===== src/hdl/lphm_pkg.sv =====
package lphm_pkg;

	// hash multiplier
	localparam logic [63:0] HASH_MULT = 64'hff51afd7ed558ccd;

	// request operations
	localparam logic OP_GET = 1'b0;
	localparam logic OP_PUT = 1'b1;

	// result status codes
	localparam logic [2:0] ST_HIT      = 3'd0;
	localparam logic [2:0] ST_MISS     = 3'd1;
	localparam logic [2:0] ST_INSERTED = 3'd2;
	localparam logic [2:0] ST_FULL     = 3'd3;
	localparam logic [2:0] ST_INVALID  = 3'd4;

	// depth of the job queue between front and back
	localparam int Q_DEPTH = 2;

	// job handed from the front to the back
	typedef struct packed {
		logic        op;
		logic [63:0] key;
		logic [63:0] value;
		logic [31:0] hash;
		logic        bad;
	} job_t;

	// back status seen by the front
	typedef struct packed {
		logic clearing;
	} back_stat_t;

endpackage


===== src/hdl/lphm_fifo.sv =====
module lphm_fifo (
	input  logic           clk,
	input  logic           arst_n,
	input  logic           wr_valid,
	output logic           wr_ready,
	input  lphm_pkg::job_t wr_data,
	output logic           rd_valid,
	input  logic           rd_ready,
	output lphm_pkg::job_t rd_data
);
	import lphm_pkg::*;

	localparam int PW = (Q_DEPTH > 1) ? $clog2(Q_DEPTH) : 1;
	localparam int CW = $clog2(Q_DEPTH + 1);

	job_t          mem [Q_DEPTH];
	logic [PW-1:0] wp_q;
	logic [PW-1:0] rp_q;
	logic [CW-1:0] cnt_q;
	logic          push;
	logic          pop;

	assign wr_ready = (cnt_q != CW'(Q_DEPTH));
	assign rd_valid = (cnt_q != '0);
	assign push     = wr_valid && wr_ready;
	assign pop      = rd_valid && rd_ready;
	assign rd_data  = mem[rp_q];

	// pointers and fill count
	always_ff @(posedge clk or negedge arst_n) begin
		if (!arst_n) begin
			wp_q  <= '0;
			rp_q  <= '0;
			cnt_q <= '0;
		end else begin
			if (push) begin
				wp_q <= (wp_q == PW'(Q_DEPTH - 1)) ? '0 : wp_q + 1'b1;
			end
			if (pop) begin
				rp_q <= (rp_q == PW'(Q_DEPTH - 1)) ? '0 : rp_q + 1'b1;
			end
			if (push && !pop) begin
				cnt_q <= cnt_q + 1'b1;
			end else if (pop && !push) begin
				cnt_q <= cnt_q - 1'b1;
			end
		end
	end

	// storage
	always_ff @(posedge clk) begin
		if (push) begin
			mem[wp_q] <= wr_data;
		end
	end

endmodule


===== config.mk =====
export PLATFORM = sky130hd
export DESIGN_NAME = lphm_fifo
export DESIGN_NICKNAME = d
export VERILOG_FILES = /design/src/hdl/lphm_pkg.sv /design/src/hdl/lphm_fifo.sv
export SDC_FILE = /design/constraint.sdc
export NUM_CORES = 1
export LEC_CHECK = 0
export CAP_MARGIN = 25
export CORE_MARGIN = 10
export CORE_UTILIZATION = 35
export CTS_CLUSTER_SIZE = 28
export DETAILED_ROUTE_END_ITERATION = 7
export DONT_BUFFER_PORTS = 1
export GPL_ROUTABILITY_DRIVEN = 0
export REMOVE_ABC_BUFFERS = 1
export SYNTH_ARGS = -nofsm -noshare
export SYNTH_HDL_FRONTEND = slang
export SYNTH_SLANG_ARGS = --single-unit

===== constraint.sdc =====
create_clock -name clk -period 10.75 [get_ports clk]
set_input_delay 0.5375 -clock clk [delete_from_list [all_inputs] [get_ports clk]]
set_output_delay 0.5375 -clock clk [all_outputs]
set_load 0.01 [all_outputs]

* Word-level counts from Yosys, hierarchy flattened *
Memories as Yosys holds them, arrays and structs flattened.
Index checks and enable logic that the tools add are counted.

operators by class
  $add $sub $neg = 4
  equality and inequality tests = 1
  multiplexer cells = 6
  reductions and logical operators = 8

operators by type and width
  operator             number
  $logic_and 1x1->1    4
  $mux 1               4
  $mux 2               2
  $reduce_bool 2->1    2
  $add 1x1->1 const B  2
  $add 2x1->2 const B  1
  $logic_not 1->1      2
  $ne 2x2->1 const B   1
  $sub 2x1->2 const B  1

word-level totals
  flip-flop bits (word level) = 4
  memory bits (writable) = 324
  input bits = 166
  output and inout port bits = 164
  word-level logic and storage cells = 23
  memories kept = 1

memories
  name  words  bits a word  rd ports  clocked after Yosys merged registers in  wr ports  line             text
  mem   2      162          1         0                                        1         lphm_fifo.sv:16  job_t mem [Q_DEPTH];

* Longest topological paths before layout *
  depth in word-level cells = 6
  gate-level depth with buffers = 7
  mapped depth without buffers = 7

* Least setup slack after synthesis *
Ideal clock, no wire load.

  path kind = reg2reg
  start point = register cnt_q[0]
  end point = memory mem[0][0] (netlist name), enable pin
  library setup time = 686 ps
  arrival time = 7422 ps
  data required time = 10064 ps
  path slack = 2642 ps
  stages on the path, launching flop included = 4
  path buffers = 0
  clock period less this slack = 8108 ps
  cell sequence = dfrtp_1 > nand2b_1 > nand2_1 > nor2_1

between the ends
  longest elaborated chain between the ends = 4

RTL lines
  element                       line             text
  start: declaration            lphm_fifo.sv:19  logic [CW-1:0] cnt_q;
  start signal: assignment      lphm_fifo.sv:43  cnt_q <= cnt_q + 1'b1;
  start signal: assignment      lphm_fifo.sv:45  cnt_q <= cnt_q - 1'b1;
  $ne 2x2->1                    lphm_fifo.sv:23  assign wr_ready = (cnt_q != CW'(Q_DEPTH));
  named net wr_ready            lphm_fifo.sv:5   output logic wr_ready,
  $logic_and 1x1->1             lphm_fifo.sv:25  assign push = wr_valid && wr_ready;
  $mux 1                        lphm_fifo.sv:52  if (push) begin
  $mux 1 (not written as such)  lphm_fifo.sv:53  mem[wp_q] <= wr_data;
  end: declaration              lphm_fifo.sv:16

The timed path passes the listed nets, and every way through them passes these cells.

==> metrics.md <==
| Metric | Value |
|---|---|
| Vias after detailed routing | 4819 |
| Deepest clock path buffer count | 3 |
| DP HPWL | 17540 µm |
| Placement Cell Area | 12650 µm² |
| Register area | 9833 µm² |
| Cells along the critical path | buf_4, mux2_2 |
| R2R setup slack | 8.04 ns |
| Cells on worst reg2reg path | 5 |
| Tightest Pin Transition | 0.9648 ns |
| Hold endpoint | mem[1][70] |
| Die width | 206.4 µm |
| Synthesized area per cell | 23.29 µm² |
| Pint | 2.921 mW |
| TritonRoute pass-1 iters | 5 |
| Yosys warnings | 0 |
| Count leader, synth | edfxtp_1 |
| Area share of the largest cell type after synthesis | 80.03% |
| Placed Cells | 966 |
| Comb power frac | 24.8% |
| Layout area overhead | 14.09% |
| Clk pin slew, worst setup/hold paths | 0.06 ns |
| Switch share | 28.15% |
| Ys async rst share | 1.220% |
| Grt ovf | 0 |
| Fin Hold WS | 0.1292 ns |
| Vias in the first global route | 5248 |
| Buffers on Ports | 0 |
| DIE AREA | 42590 µm² |
| Seq cells post-synth | 328 |
| Final Power | 4.065 mW |
| Ys flop type | edfxtp_1 |
| Status | finished clean |
| Number of setup buffers added after CTS | 0 |
| Core box area | 34370 µm² |
| Die Ht | 206.4 µm |
| Fill cells | 3012 |
| Net switching power | 1.144 mW |
| Maxcap violations | 0 |
| VDD IR max | 0.1818 mV |
| Clk_lat worst skew | 0.49 ns |
| Unique masters post-synth | 15 |
| Setup TNS after final layout | 0 ns |
| WP data arrival | 2.69 ns |
| Worst slew margin | 35.68% |
| Fin crit share | 30.03% |
| Layout cells sized above 1 | 38.89% |
| Crit Path Max Fanout | 60 |
| Setup violators final | 0 |
| Setup ws final | 7.522 ns |
| Residual DRC | 0 |
| # rows | 68 |
| PwrDens | 293.1 nW/µm² |
| Cell count of the worst hold path | 0 |
| Initial core utilization | 35.37% |
| Max incr delay on CP | 0.84 ns |
| Top cells by area, synth | edfxtp_1 (80%), mux2_4 (8.6%), mux2_2 (8.5%) |
| CP Class | flip-flop to output pin |
| EDFF count, synth | 324 |
| Cell taking the most area after synthesis | edfxtp_1 |
| Clock sink total | 328 |
| Fin area | 13870 µm² |
| Hold path start | wr_data[70] |
| Total GRT Usage | 10.98% |
| Worst slack, placed | 7.903 ns |
| First-pass GRT wire length | 34960 µm |
| Final Core Density | 40.35% |
| Sequential-to-total area share from yosys stat | 80.86% |
| Root Driver | clkbuf_16 |
| CP Data Required Time | 10.21 ns |
| RSZ-0062 raised after global routing | no |
| Max-slew violations | 0 |
| Final cell count without fillers | 1033 |
| Setup Skew | 0.01033 ns |
| Min Tclk post-route | 3.228 ns |
| Multi-input gate area | 2190 µm² |
| Total wire length | 24900 µm |
| Wire per inst | 24.10 µm |
| IO Pins | 330 |
| Crit path launch type | flip-flop |
| Clock power frac | 29.6% |
| Initial DRC Count | 194 |
| Initial antenna violation count | 1 |
| Final hold violations | 0 |
| Largest net degree at the start of global routing | 71 |
| Vias per std cell | 4.665 |
| Hold crit path type | input pin to flip-flop |
| Max Fclk | 309.8 MHz |
| Syn Inst Count | 522 |
| Num CTS Buffers | 35 |
| H-tree Lvls | 2 |
| Fin nets | 717 |
| FF-to-FF End | mem[0][21] |
| Crit-path slowest cell | dfrtp_4 |
| Antenna Violating Nets Remaining | 0 |
| TritonCTS clock tree | built |
| Synthesized area | 12160 µm² |
| Synth top cells by count | edfxtp_1 (324), mux2_2 (92), mux2_4 (70), buf_2 (9), buf_6 (9) |
| Critical Path Sink Type | output pin |
| Leakage | 4.664 nW |
| Critical R2R Launch | cnt_q[0] |
| Register share of total power | 45.6% |
## worst max-delay path by stage
stage,startpoint,to,slack (ns),cells after the start
after floorplan,cnt_q[0],mem[0][0],2.64,3
after global placement,rp_q,rd_data[147],7.96,2
after detailed placement,rp_q,rd_data[134],7.90,2
after CTS,rp_q,rd_data[134],7.35,2
after global routing,rp_q,rd_data[25],7.35,2
final,rp_q,rd_data[41],7.52,2
## sequential cells by signal (all words and copies together), names as in the netlist
register	count
cnt_q	2
mem	324
wp_q	1
rp_q	1
## routing by layer
layer,wire length [µm],GRT usage [%],vias up
met1,7827,10.33,2430
met4,612,3.649,0
met2,13080,19.44,211
met5,0,0,-
li1,-,-,2139
met3,3382,6.489,39
## repair_timing
item                                   in CTS  in global routing
endpoints found under the hold margin       4                  0
hold buffers                                1                  0
gates resized for setup                     0                  0
## power groups by stage
stage / logic [mW] / clock network [mW] / registers, mW
2_1_floorplan: 0.838 / 0 / 1.99
3_3_place_gp: 1.02 / 0 / 1.86
3_5_place_dp: 1.04 / 0 / 1.88
4_1_cts: 1.04 / 1.24 / 1.86
5_1_grt: 1.08 / 1.29 / 1.88
6_report: 1.01 / 1.20 / 1.85
## area by class of cell
class / count / area share [%]
antenna: 2 / 0.03608
clock buffer: 48 / 6.973
clock inverter: 15 / 1.525
inverter: 1 / 0.02706
multi-input combinational: 175 / 15.79
sequential: 328 / 70.90
tap: 455 / 4.105
timing repair buffer: 9 / 0.6495
## kinds of logic after synthesis
logic type / count (synthesis) / synth area share (%)
DFF: 328 / 80.86
muxes: 162 / 17.17
buffers and inverters: 19 / 1.235
and+or+nand+nor: 7 / 0.2780
xor gates and xnor gates: 5 / 0.3603
adders and majority gates: 1 / 0.1029
## critical path: cells and delay by family (launching register included)
family / cells / cell delay (ns)
flip-flops: 1 / 0.84
buffers and inverters: 1 / 0.77
multiplexers: 1 / 0.46
## layout by cell type, fill, tap and decap left out, types with 2 or more instances in the layout
| master | synthesis | routed |
|---|---|---|
| clkinv_2 | 0 | 4 |
| clkinv_1 | 0 | 2 |
| mux2_2 | 92 | 92 |
| clkbuf_16 | 0 | 37 |
| clkinv_4 | 0 | 2 |
| xnor2_1 | 3 | 3 |
| bufinv_16 | 0 | 5 |
| xor2_1 | 2 | 2 |
| diode_2 | 0 | 2 |
| mux2_4 | 70 | 70 |
| buf_4 | 0 | 7 |
| nand2_1 | 2 | 2 |
| clkbuf_1 | 0 | 11 |
| dfrtp_1 | 4 | 3 |
| edfxtp_1 | 324 | 324 |
Note: power is estimated with default switching activity, not from simulation.
