[src/hdl/lphm_pkg.sv]
package lphm_pkg;

	// hash multiplier
	localparam logic [63:0] HASH_MULT = 64'hff51afd7ed558ccd;

	// request operations
	localparam logic OP_GET = 1'b0;
	localparam logic OP_PUT = 1'b1;

	// result status codes
	localparam logic [2:0] ST_HIT      = 3'd0;
	localparam logic [2:0] ST_MISS     = 3'd1;
	localparam logic [2:0] ST_INSERTED = 3'd2;
	localparam logic [2:0] ST_FULL     = 3'd3;
	localparam logic [2:0] ST_INVALID  = 3'd4;

	// depth of the job queue between front and back
	localparam int Q_DEPTH = 2;

	// job handed from the front to the back
	typedef struct packed {
		logic        op;
		logic [63:0] key;
		logic [63:0] value;
		logic [31:0] hash;
		logic        bad;
	} job_t;

	// back status seen by the front
	typedef struct packed {
		logic clearing;
	} back_stat_t;

endpackage

[src/hdl/lphm_if.sv]
interface lphm_req_if;
	logic        valid;
	logic        ready;
	logic        op;
	logic [63:0] key;
	logic [63:0] value_in;

	modport source (output valid, output op, output key, output value_in, input ready);
	modport sink (input valid, input op, input key, input value_in, output ready);
endinterface


[src/hdl/lphm_front.sv]
module lphm_front (
	input  logic               clk,
	input  logic               arst_n,
	lphm_req_if.sink           req,
	input  lphm_pkg::back_stat_t stat,
	output logic               job_valid,
	input  logic               job_ready,
	output lphm_pkg::job_t     job
);
	import lphm_pkg::*;

	localparam logic [1:0] STEP_LL   = 2'd0;
	localparam logic [1:0] STEP_HL   = 2'd1;
	localparam logic [1:0] STEP_LH   = 2'd2;
	localparam logic [1:0] STEP_DONE = 2'd3;

	logic        busy_q;
	logic [1:0]  step_q;
	logic        op_q;
	logic [63:0] key_q;
	logic [63:0] val_q;
	logic [31:0] lo_q;
	logic [31:0] hi_q;
	logic [31:0] mul_a;
	logic [31:0] mul_b;
	logic [63:0] prod;
	logic        take;

	assign req.ready = !busy_q && !stat.clearing;
	assign take      = req.valid && req.ready;

	// shared 32x32 multiplier, one partial product per cycle
	assign mul_a = (step_q == STEP_HL) ? key_q[63:32] : key_q[31:0];
	assign mul_b = (step_q == STEP_LH) ? HASH_MULT[63:32] : HASH_MULT[31:0];
	assign prod  = mul_a * mul_b;

	// control
	always_ff @(posedge clk or negedge arst_n) begin
		if (!arst_n) begin
			busy_q <= 1'b0;
			step_q <= STEP_LL;
		end else if (take) begin
			busy_q <= 1'b1;
			step_q <= STEP_LL;
		end else if (busy_q) begin
			if (step_q != STEP_DONE) begin
				step_q <= step_q + 2'd1;
			end else if (job_ready) begin
				busy_q <= 1'b0;
			end
		end
	end

	// payload and hash accumulation
	always_ff @(posedge clk) begin
		if (take) begin
			op_q  <= req.op;
			key_q <= req.key;
			val_q <= req.value_in;
		end else if (busy_q) begin
			case (step_q)
				STEP_LL: begin
					lo_q <= prod[31:0];
					hi_q <= prod[63:32];
				end
				STEP_HL, STEP_LH: begin
					hi_q <= hi_q + prod[31:0];
				end
				default: begin
				end
			endcase
		end
	end

	// classify and hand over
	assign job_valid = busy_q && (step_q == STEP_DONE);
	assign job.op    = op_q;
	assign job.key   = key_q;
	assign job.value = val_q;
	assign job.hash  = lo_q ^ hi_q;
	assign job.bad   = (key_q == 64'd0) || ((op_q == OP_PUT) && (val_q == 64'd0));

endmodule

[src/flat_wrapper.sv]
// flat-port wrapper written by rule: the top's interface ports become plain ports
module lphm_front_flat import lphm_pkg::*;
  (clk, arst_n, stat, job_valid, job_ready, job, req_valid, req_op, req_key, req_value_in, req_ready);
  lphm_req_if req_i ();
  input  logic clk;
  input  logic arst_n;
  input  lphm_pkg::back_stat_t stat;
  output logic job_valid;
  input  logic job_ready;
  output lphm_pkg::job_t job;
  input wire logic [$bits(req_i.valid)-1:0] req_valid;
  input wire logic [$bits(req_i.op)-1:0] req_op;
  input wire logic [$bits(req_i.key)-1:0] req_key;
  input wire logic [$bits(req_i.value_in)-1:0] req_value_in;
  output wire logic [$bits(req_i.ready)-1:0] req_ready;
  assign req_i.valid = req_valid;
  assign req_i.op = req_op;
  assign req_i.key = req_key;
  assign req_i.value_in = req_value_in;
  assign req_ready = req_i.ready;
  lphm_front u_core (.clk(clk), .arst_n(arst_n), .req(req_i), .stat(stat), .job_valid(job_valid), .job_ready(job_ready), .job(job));
endmodule
[config.mk]
export PLATFORM = sky130hd
export DESIGN_NAME = lphm_front_flat
export DESIGN_NICKNAME = d
export VERILOG_FILES = /design/src/hdl/lphm_pkg.sv /design/src/hdl/lphm_if.sv /design/src/hdl/lphm_front.sv /design/src/flat_wrapper.sv
export SDC_FILE = /design/constraint.sdc
export NUM_CORES = 2
export LEC_CHECK = 0
export BUFFER_PORTS_ARGS = -buffer_cell sky130_fd_sc_hd__buf_2
export CELL_PAD_IN_SITES_DETAIL_PLACEMENT = 1
export CELL_PAD_IN_SITES_GLOBAL_PLACEMENT = 2
export CORE_MARGIN = 8
export CORE_UTILIZATION = 42
export CTS_CLUSTER_SIZE = 20
export DETAILED_ROUTE_END_ITERATION = 8
export GPL_ROUTABILITY_DRIVEN = 0
export PLACE_DENSITY = 0.92
export SETUP_SLACK_MARGIN = 0.05
export SYNTH_ARGS = -nofsm -noshare
export SYNTH_HDL_FRONTEND = slang
export SYNTH_SLANG_ARGS = --single-unit
[constraint.sdc]
create_clock -name clk -period 11.2 [get_ports clk]
set_input_delay 0.56 -clock clk [delete_from_list [all_inputs] [get_ports clk]]
set_output_delay 0.56 -clock clk [all_outputs]
set_load 0.02 [all_outputs]
* Yosys cells after proc, flatten, opt, wreduce, memory -nomap -nowiden
Index checks and enable logic that the tools add are counted.
Storage, ports and cells: word-level logic and storage cells 43, RAM bits 0, memory bits (read-only) 0, flip-flop bits (word level) 196, memories 0, bits in latches 0
Operators by class: multiply operators 1, magnitude comparators 0, reductions and logical operators 17, div/mod/pow operators 0, shift operators 0, multiplexer cells 10, bitwise operators 2, $add $sub $neg 2, equal/unequal tests 4
Operator list (count):
- logical NOT 64 bit | 2
- multiplier 32 x 32 -> 64 bit | 1
- one-hot mux 32 bit (2 select lines) | 1
- adder 32 bit | 1
- 2-to-1 mux 32 bit | 1
- XOR 32 bit | 1
- 2-to-1 mux 29 bit | 1
- 2-to-1 mux 2 bit | 3
- AND reduction 3 bit | 2
- nonzero test 2 bit | 3
- equality test 2 bit, second input constant | 2
- logical AND 1 bit | 4
- 2-to-1 mux 1 bit | 4
- adder 2 x 1 -> 2 bit, second input constant | 1
- equality test 2 x 1 -> 1 bit, second input constant | 1
- logical NOT 1 bit | 2
- logical NOT 2 bit | 1
- != test 2 bit, second input constant | 1
- AND reduction 2 bit | 1
- OR reduction 2 bit | 1
- logical OR 1 bit | 1
- NOT 1 bit | 1

* Depth between registers and ports, before layout
depth after elaboration 5, mapped depth 41

* Worst setup path before layout
No wires, ideal clock.
path type register to register, from register u_core.step_q[1], to register u_core.hi_q[31], data pin, path slack 1.008 ns, data required time 10.932 ns, cell stages (with the launch flop) 38, arrival 9.924 ns, cell sequence dfrtp_1 -> inv_1 -> ha_1 -> clkbuf_1 -> clkbuf_1 -> buf_1 -> mux2i_1 -> inv_1 -> nand2_1 -> inv_1 -> fa_1 -> fa_1 -> fa_1 -> inv_1 -> fa_1 -> inv_1 -> fa_1 -> ha_1 -> [... 2 more ...] -> fa_1 -> inv_1 -> ha_1 -> and3_1 -> a311o_1 -> or2_2 -> a31oi_1 -> xnor2_1 -> ha_1 -> and4_1 -> nand2_1 -> a21oi_1 -> nand4_1 -> and3_1 -> o31ai_1 -> o21ai_0 -> xor3_1 -> mux2i_1
On the way: longest elaborated chain between the ends 5, elaborated cells between the ends (all ways) 9
RTL lines:
- start: declaration | line lphm_front.sv:18 | logic [1:0] step_q;
- start signal: assignment | line lphm_front.sv:47 | step_q <= step_q + 2'd1;
- equality test 2 x 1 -> 1 bit or equality test 2 bit (tied branches) | line lphm_front.sv:33, lphm_front.sv:34
- 2-to-1 mux 32 bit or 2-to-1 mux 29 bit (tied branches) | line lphm_front.sv:33, lphm_front.sv:34
- multiplier 32 x 32 -> 64 bit (*) | line lphm_front.sv:35 | assign prod = mul_a * mul_b;
- net u_core.prod[20] | line lphm_front.sv:26 | logic [63:0] prod;
- adder 32 bit (*) | line lphm_front.sv:67 | hi_q <= hi_q + prod[31:0];
- one-hot mux 32 bit (2 select lines) (*) | line lphm_front.sv:61 | case (step_q)
- end signal: assignment | line lphm_front.sv:64 | hi_q <= prod[63:32];
- end signal: assignment | line lphm_front.sv:67
- end: declaration | line lphm_front.sv:23 | logic [31:0] hi_q;
The timed path passes the listed nets; every way through them passes the cells marked *. A chain may end at the register's enable or synchronous reset.

* Final worst setup path
from register u_core.step_q[1], to register u_core.hi_q[30], data pin
Same word-level chain as after synthesis.

==> reports/summary.txt <==
Status -> finished clean
# rows -> 103
Inserted Clock Buffers -> 17
Pins Over Slew Limit -> 0
R2r setup slk -> 520 ps
Critical Path Start Type -> register
WL/cell -> 27.22 µm
Slew headroom -> 0.2753
Slowest cell on crit path -> fa_1
Syn Inst Count -> 3036
Vias in the first global route -> 27400
First-pass GRT wire length -> 179200 µm
Die area -> 88520 µm²
RSZ-0062 raised after global routing -> false
Critical path type -> register to register
Total Routing Usage GR -> 0.2716
Skew-Pair Late Insertion Delay -> 510 ps
Number of remaining DRC errors -> 0
Core Region -> 78740 µm²
Setup Skew -> 20.01 ps
Slew @ Worst Pin -> 1073 ps
Initial antenna violation count -> 4
Endpoint of the most critical setup path -> u_core.hi_q[30]
Count of cell types in the netlist -> 72
IO buf count -> 297
Crit path capture type -> register
Top cells by area, synth -> fa_1 (38%), edfxtp_1 (17%), ha_1 (17%)
Worst Path Arrival -> 10920 ps
DP HPWL -> 104200 µm
Die Span Y -> 297.5 µm
Max incr delay on CP -> 580 ps
TritonCTS clock tree -> yes
Area leader, netlist -> fa_1
Boundary Pins -> 298
Worst min path class -> primary input to register
CP most frequent cell -> fa_1
Clk pin slew, worst setup/hold paths -> 90 ps
DR iter-0 viols -> 2030
Final net count -> 4574
Layout area overhead -> 10.68%
Root Driver -> clkbuf_16
Routed vias -> 24416
Largest net degree at the start of global routing -> 77
CTS H-tree lvls -> 4
Post-synthesis area per instance -> 10.96 µm²
N_diodes -> 0
Mapped Nets -> 4268
Mapped Area -> 33290 µm²
YS warnings -> 0
Async set or reset register ratio after synthesis -> 0.01531
Max-cap violations -> 0
Fmax achieved -> 0.09364 GHz
R2r worst-path depth -> 32
Clock buffer depth -> 2
Final hold vios -> 0
CP Max Fanout -> 15
Worst path required time -> 11440 ps
Routed Antenna Nets -> 0
CTS sink count -> 196
Vias per cell -> 5.543
Seq/Total Area, Yosys -> 0.1764
Critical Path Start -> u_core.step_q[1]
Count leader, synth -> inv_1
GRT Residual Overflow -> 0
Reg2reg end -> u_core.hi_q[30]
Initial core utilization -> 0.4228
Yosys top cell area share -> 0.3831
Routed WL -> 119900 µm
#FFs+latches synth -> 196
Main synth FF type -> edfxtp_1
TNS Setup -> 0 ps
Pre-antenna DRT Iters -> 5
Tmin final -> 10680 ps
Number of flops mapped to enable cells by yosys -> 193
Post-synth top cells -> inv_1 (765), fa_1 (637), ha_1 (461), edfxtp_1 (193), a21oi_1 (115)
Final setup fails -> 0
Final Cycle Share -> 0.9535
Layout cells sized above 1 -> 0.1228
Reg-to-reg startpoint -> u_core.step_q[1]
Horiz. Die Dim -> 297.5 µm
flip-flops by register name, summed over array words and instances, names as in the netlist:
register / count
u_core.op_q: 1
u_core.step_q: 2
u_core.lo_q: 32
u_core.key_q: 64
u_core.busy_q: 1
u_core.val_q: 64
u_core.hi_q: 32
worst min-delay path by stage:
stage	startpoint	cells past startpoint	slack [ps]	end
after global placement	arst_n	1	410	u_core.busy_q
after floorplan	arst_n	0	260	u_core.busy_q
after CTS	req_value_in[49]	1	190	u_core.val_q[49]
after detailed placement	arst_n	1	410	u_core.busy_q
final	req_value_in[41]	1	220	u_core.val_q[41]
after global routing	req_value_in[45]	1	200	u_core.val_q[45]
critical path, delay by kind of cell (launching register included):
kind                       cells  cell delay [ps]
adders and majority gates     11             5230
buffers and inverters          8             1450
AOI/OAI and AO/OA              4             1230
and+or+nand+nor                5              870
muxes                          2              590
xor gates and xnor gates       2              570
DFF                            1              440
cell families (layout without fill, tap and decap cells):
kind of cell | after synthesis | in the layout | synth area share
AOI/OAI and AO/OA | 368 | 368 | 0.07130
xor gates and xnor gates | 125 | 125 | 0.03334
adders and majority gates | 1098 | 1098 | 0.5563
buffers and inverters | 822 | 1141 | 0.09302
DFF | 196 | 196 | 0.1764
muxes | 42 | 42 | 0.01319
and+or+nand+nor | 385 | 385 | 0.05645
per-layer routing:
| layer | global-route usage | routed length [µm] | part of all wire | up-vias |
|---|---|---|---|---|
| li1 | - | - | - | 10333 |
| met1 | 0.3372 | 45610 | 0.38 | 12754 |
| met2 | 0.4535 | 58900 | 0.49 | 1048 |
| met3 | 0.05237 | 8807 | 0.073 | 279 |
| met4 | 0.1304 | 6568 | 0.055 | 2 |
| met5 | 0 | 11 | 0.000092 | - |
final cells by class:
type	instances	area [µm²]
Sequential cell	196	5871
Tap cell	1050	1314
Fill cell	8636	41900
Clock buffer	17	425.4
Timing Repair Buffer	342	1827
Clock inverter	15	182.7
Multi-Input combinational cell	2018	24340
Inverter	767	2883
through the flow:
stage	util	instance area, µm²	setup slack (ps)	instances	hold WS [ps]
2_1_floorplan	-	33290	1008	3036	264.4
4_1_cts	0.4677	36830	497.8	4405	188.2
5_1_grt	0.4679	36840	206.7	4405	198.0
3_5_place_dp	0.4599	36210	554.7	4372	413.9
3_3_place_gp	0.4599	36210	661.9	4372	413.7
6_report	0.4679	36840	520.4	4405	216.8
timing repair:
item | CTS | global route
hold buffers | 1 | 0
buffers inserted | 0 | 0
endpoints found under the hold margin | 3 | 0
resized for setup | 0 | 2
endpoints found under the setup margin | 0 | 4
placed cells by master (no fill, tap or decap), drive strengths merged, types with 16 or more instances in the layout:
master and n:
nand3 17, and2 18, clkbuf 17, nand4 23
nor2 109, xnor2 64, nor4 34, inv 769
o21bai 29, a31oi 16, edfxtp 193, mux2i 27
nor2b 20, o21ai 64, nand2 98, a21o 59
nand2b 18, buf 341, ha 461, a21oi 117
xor2 60, fa 637
Power is not shown: default switching activity piles up to over one toggle a cycle in this logic, so the estimate is an artifact.
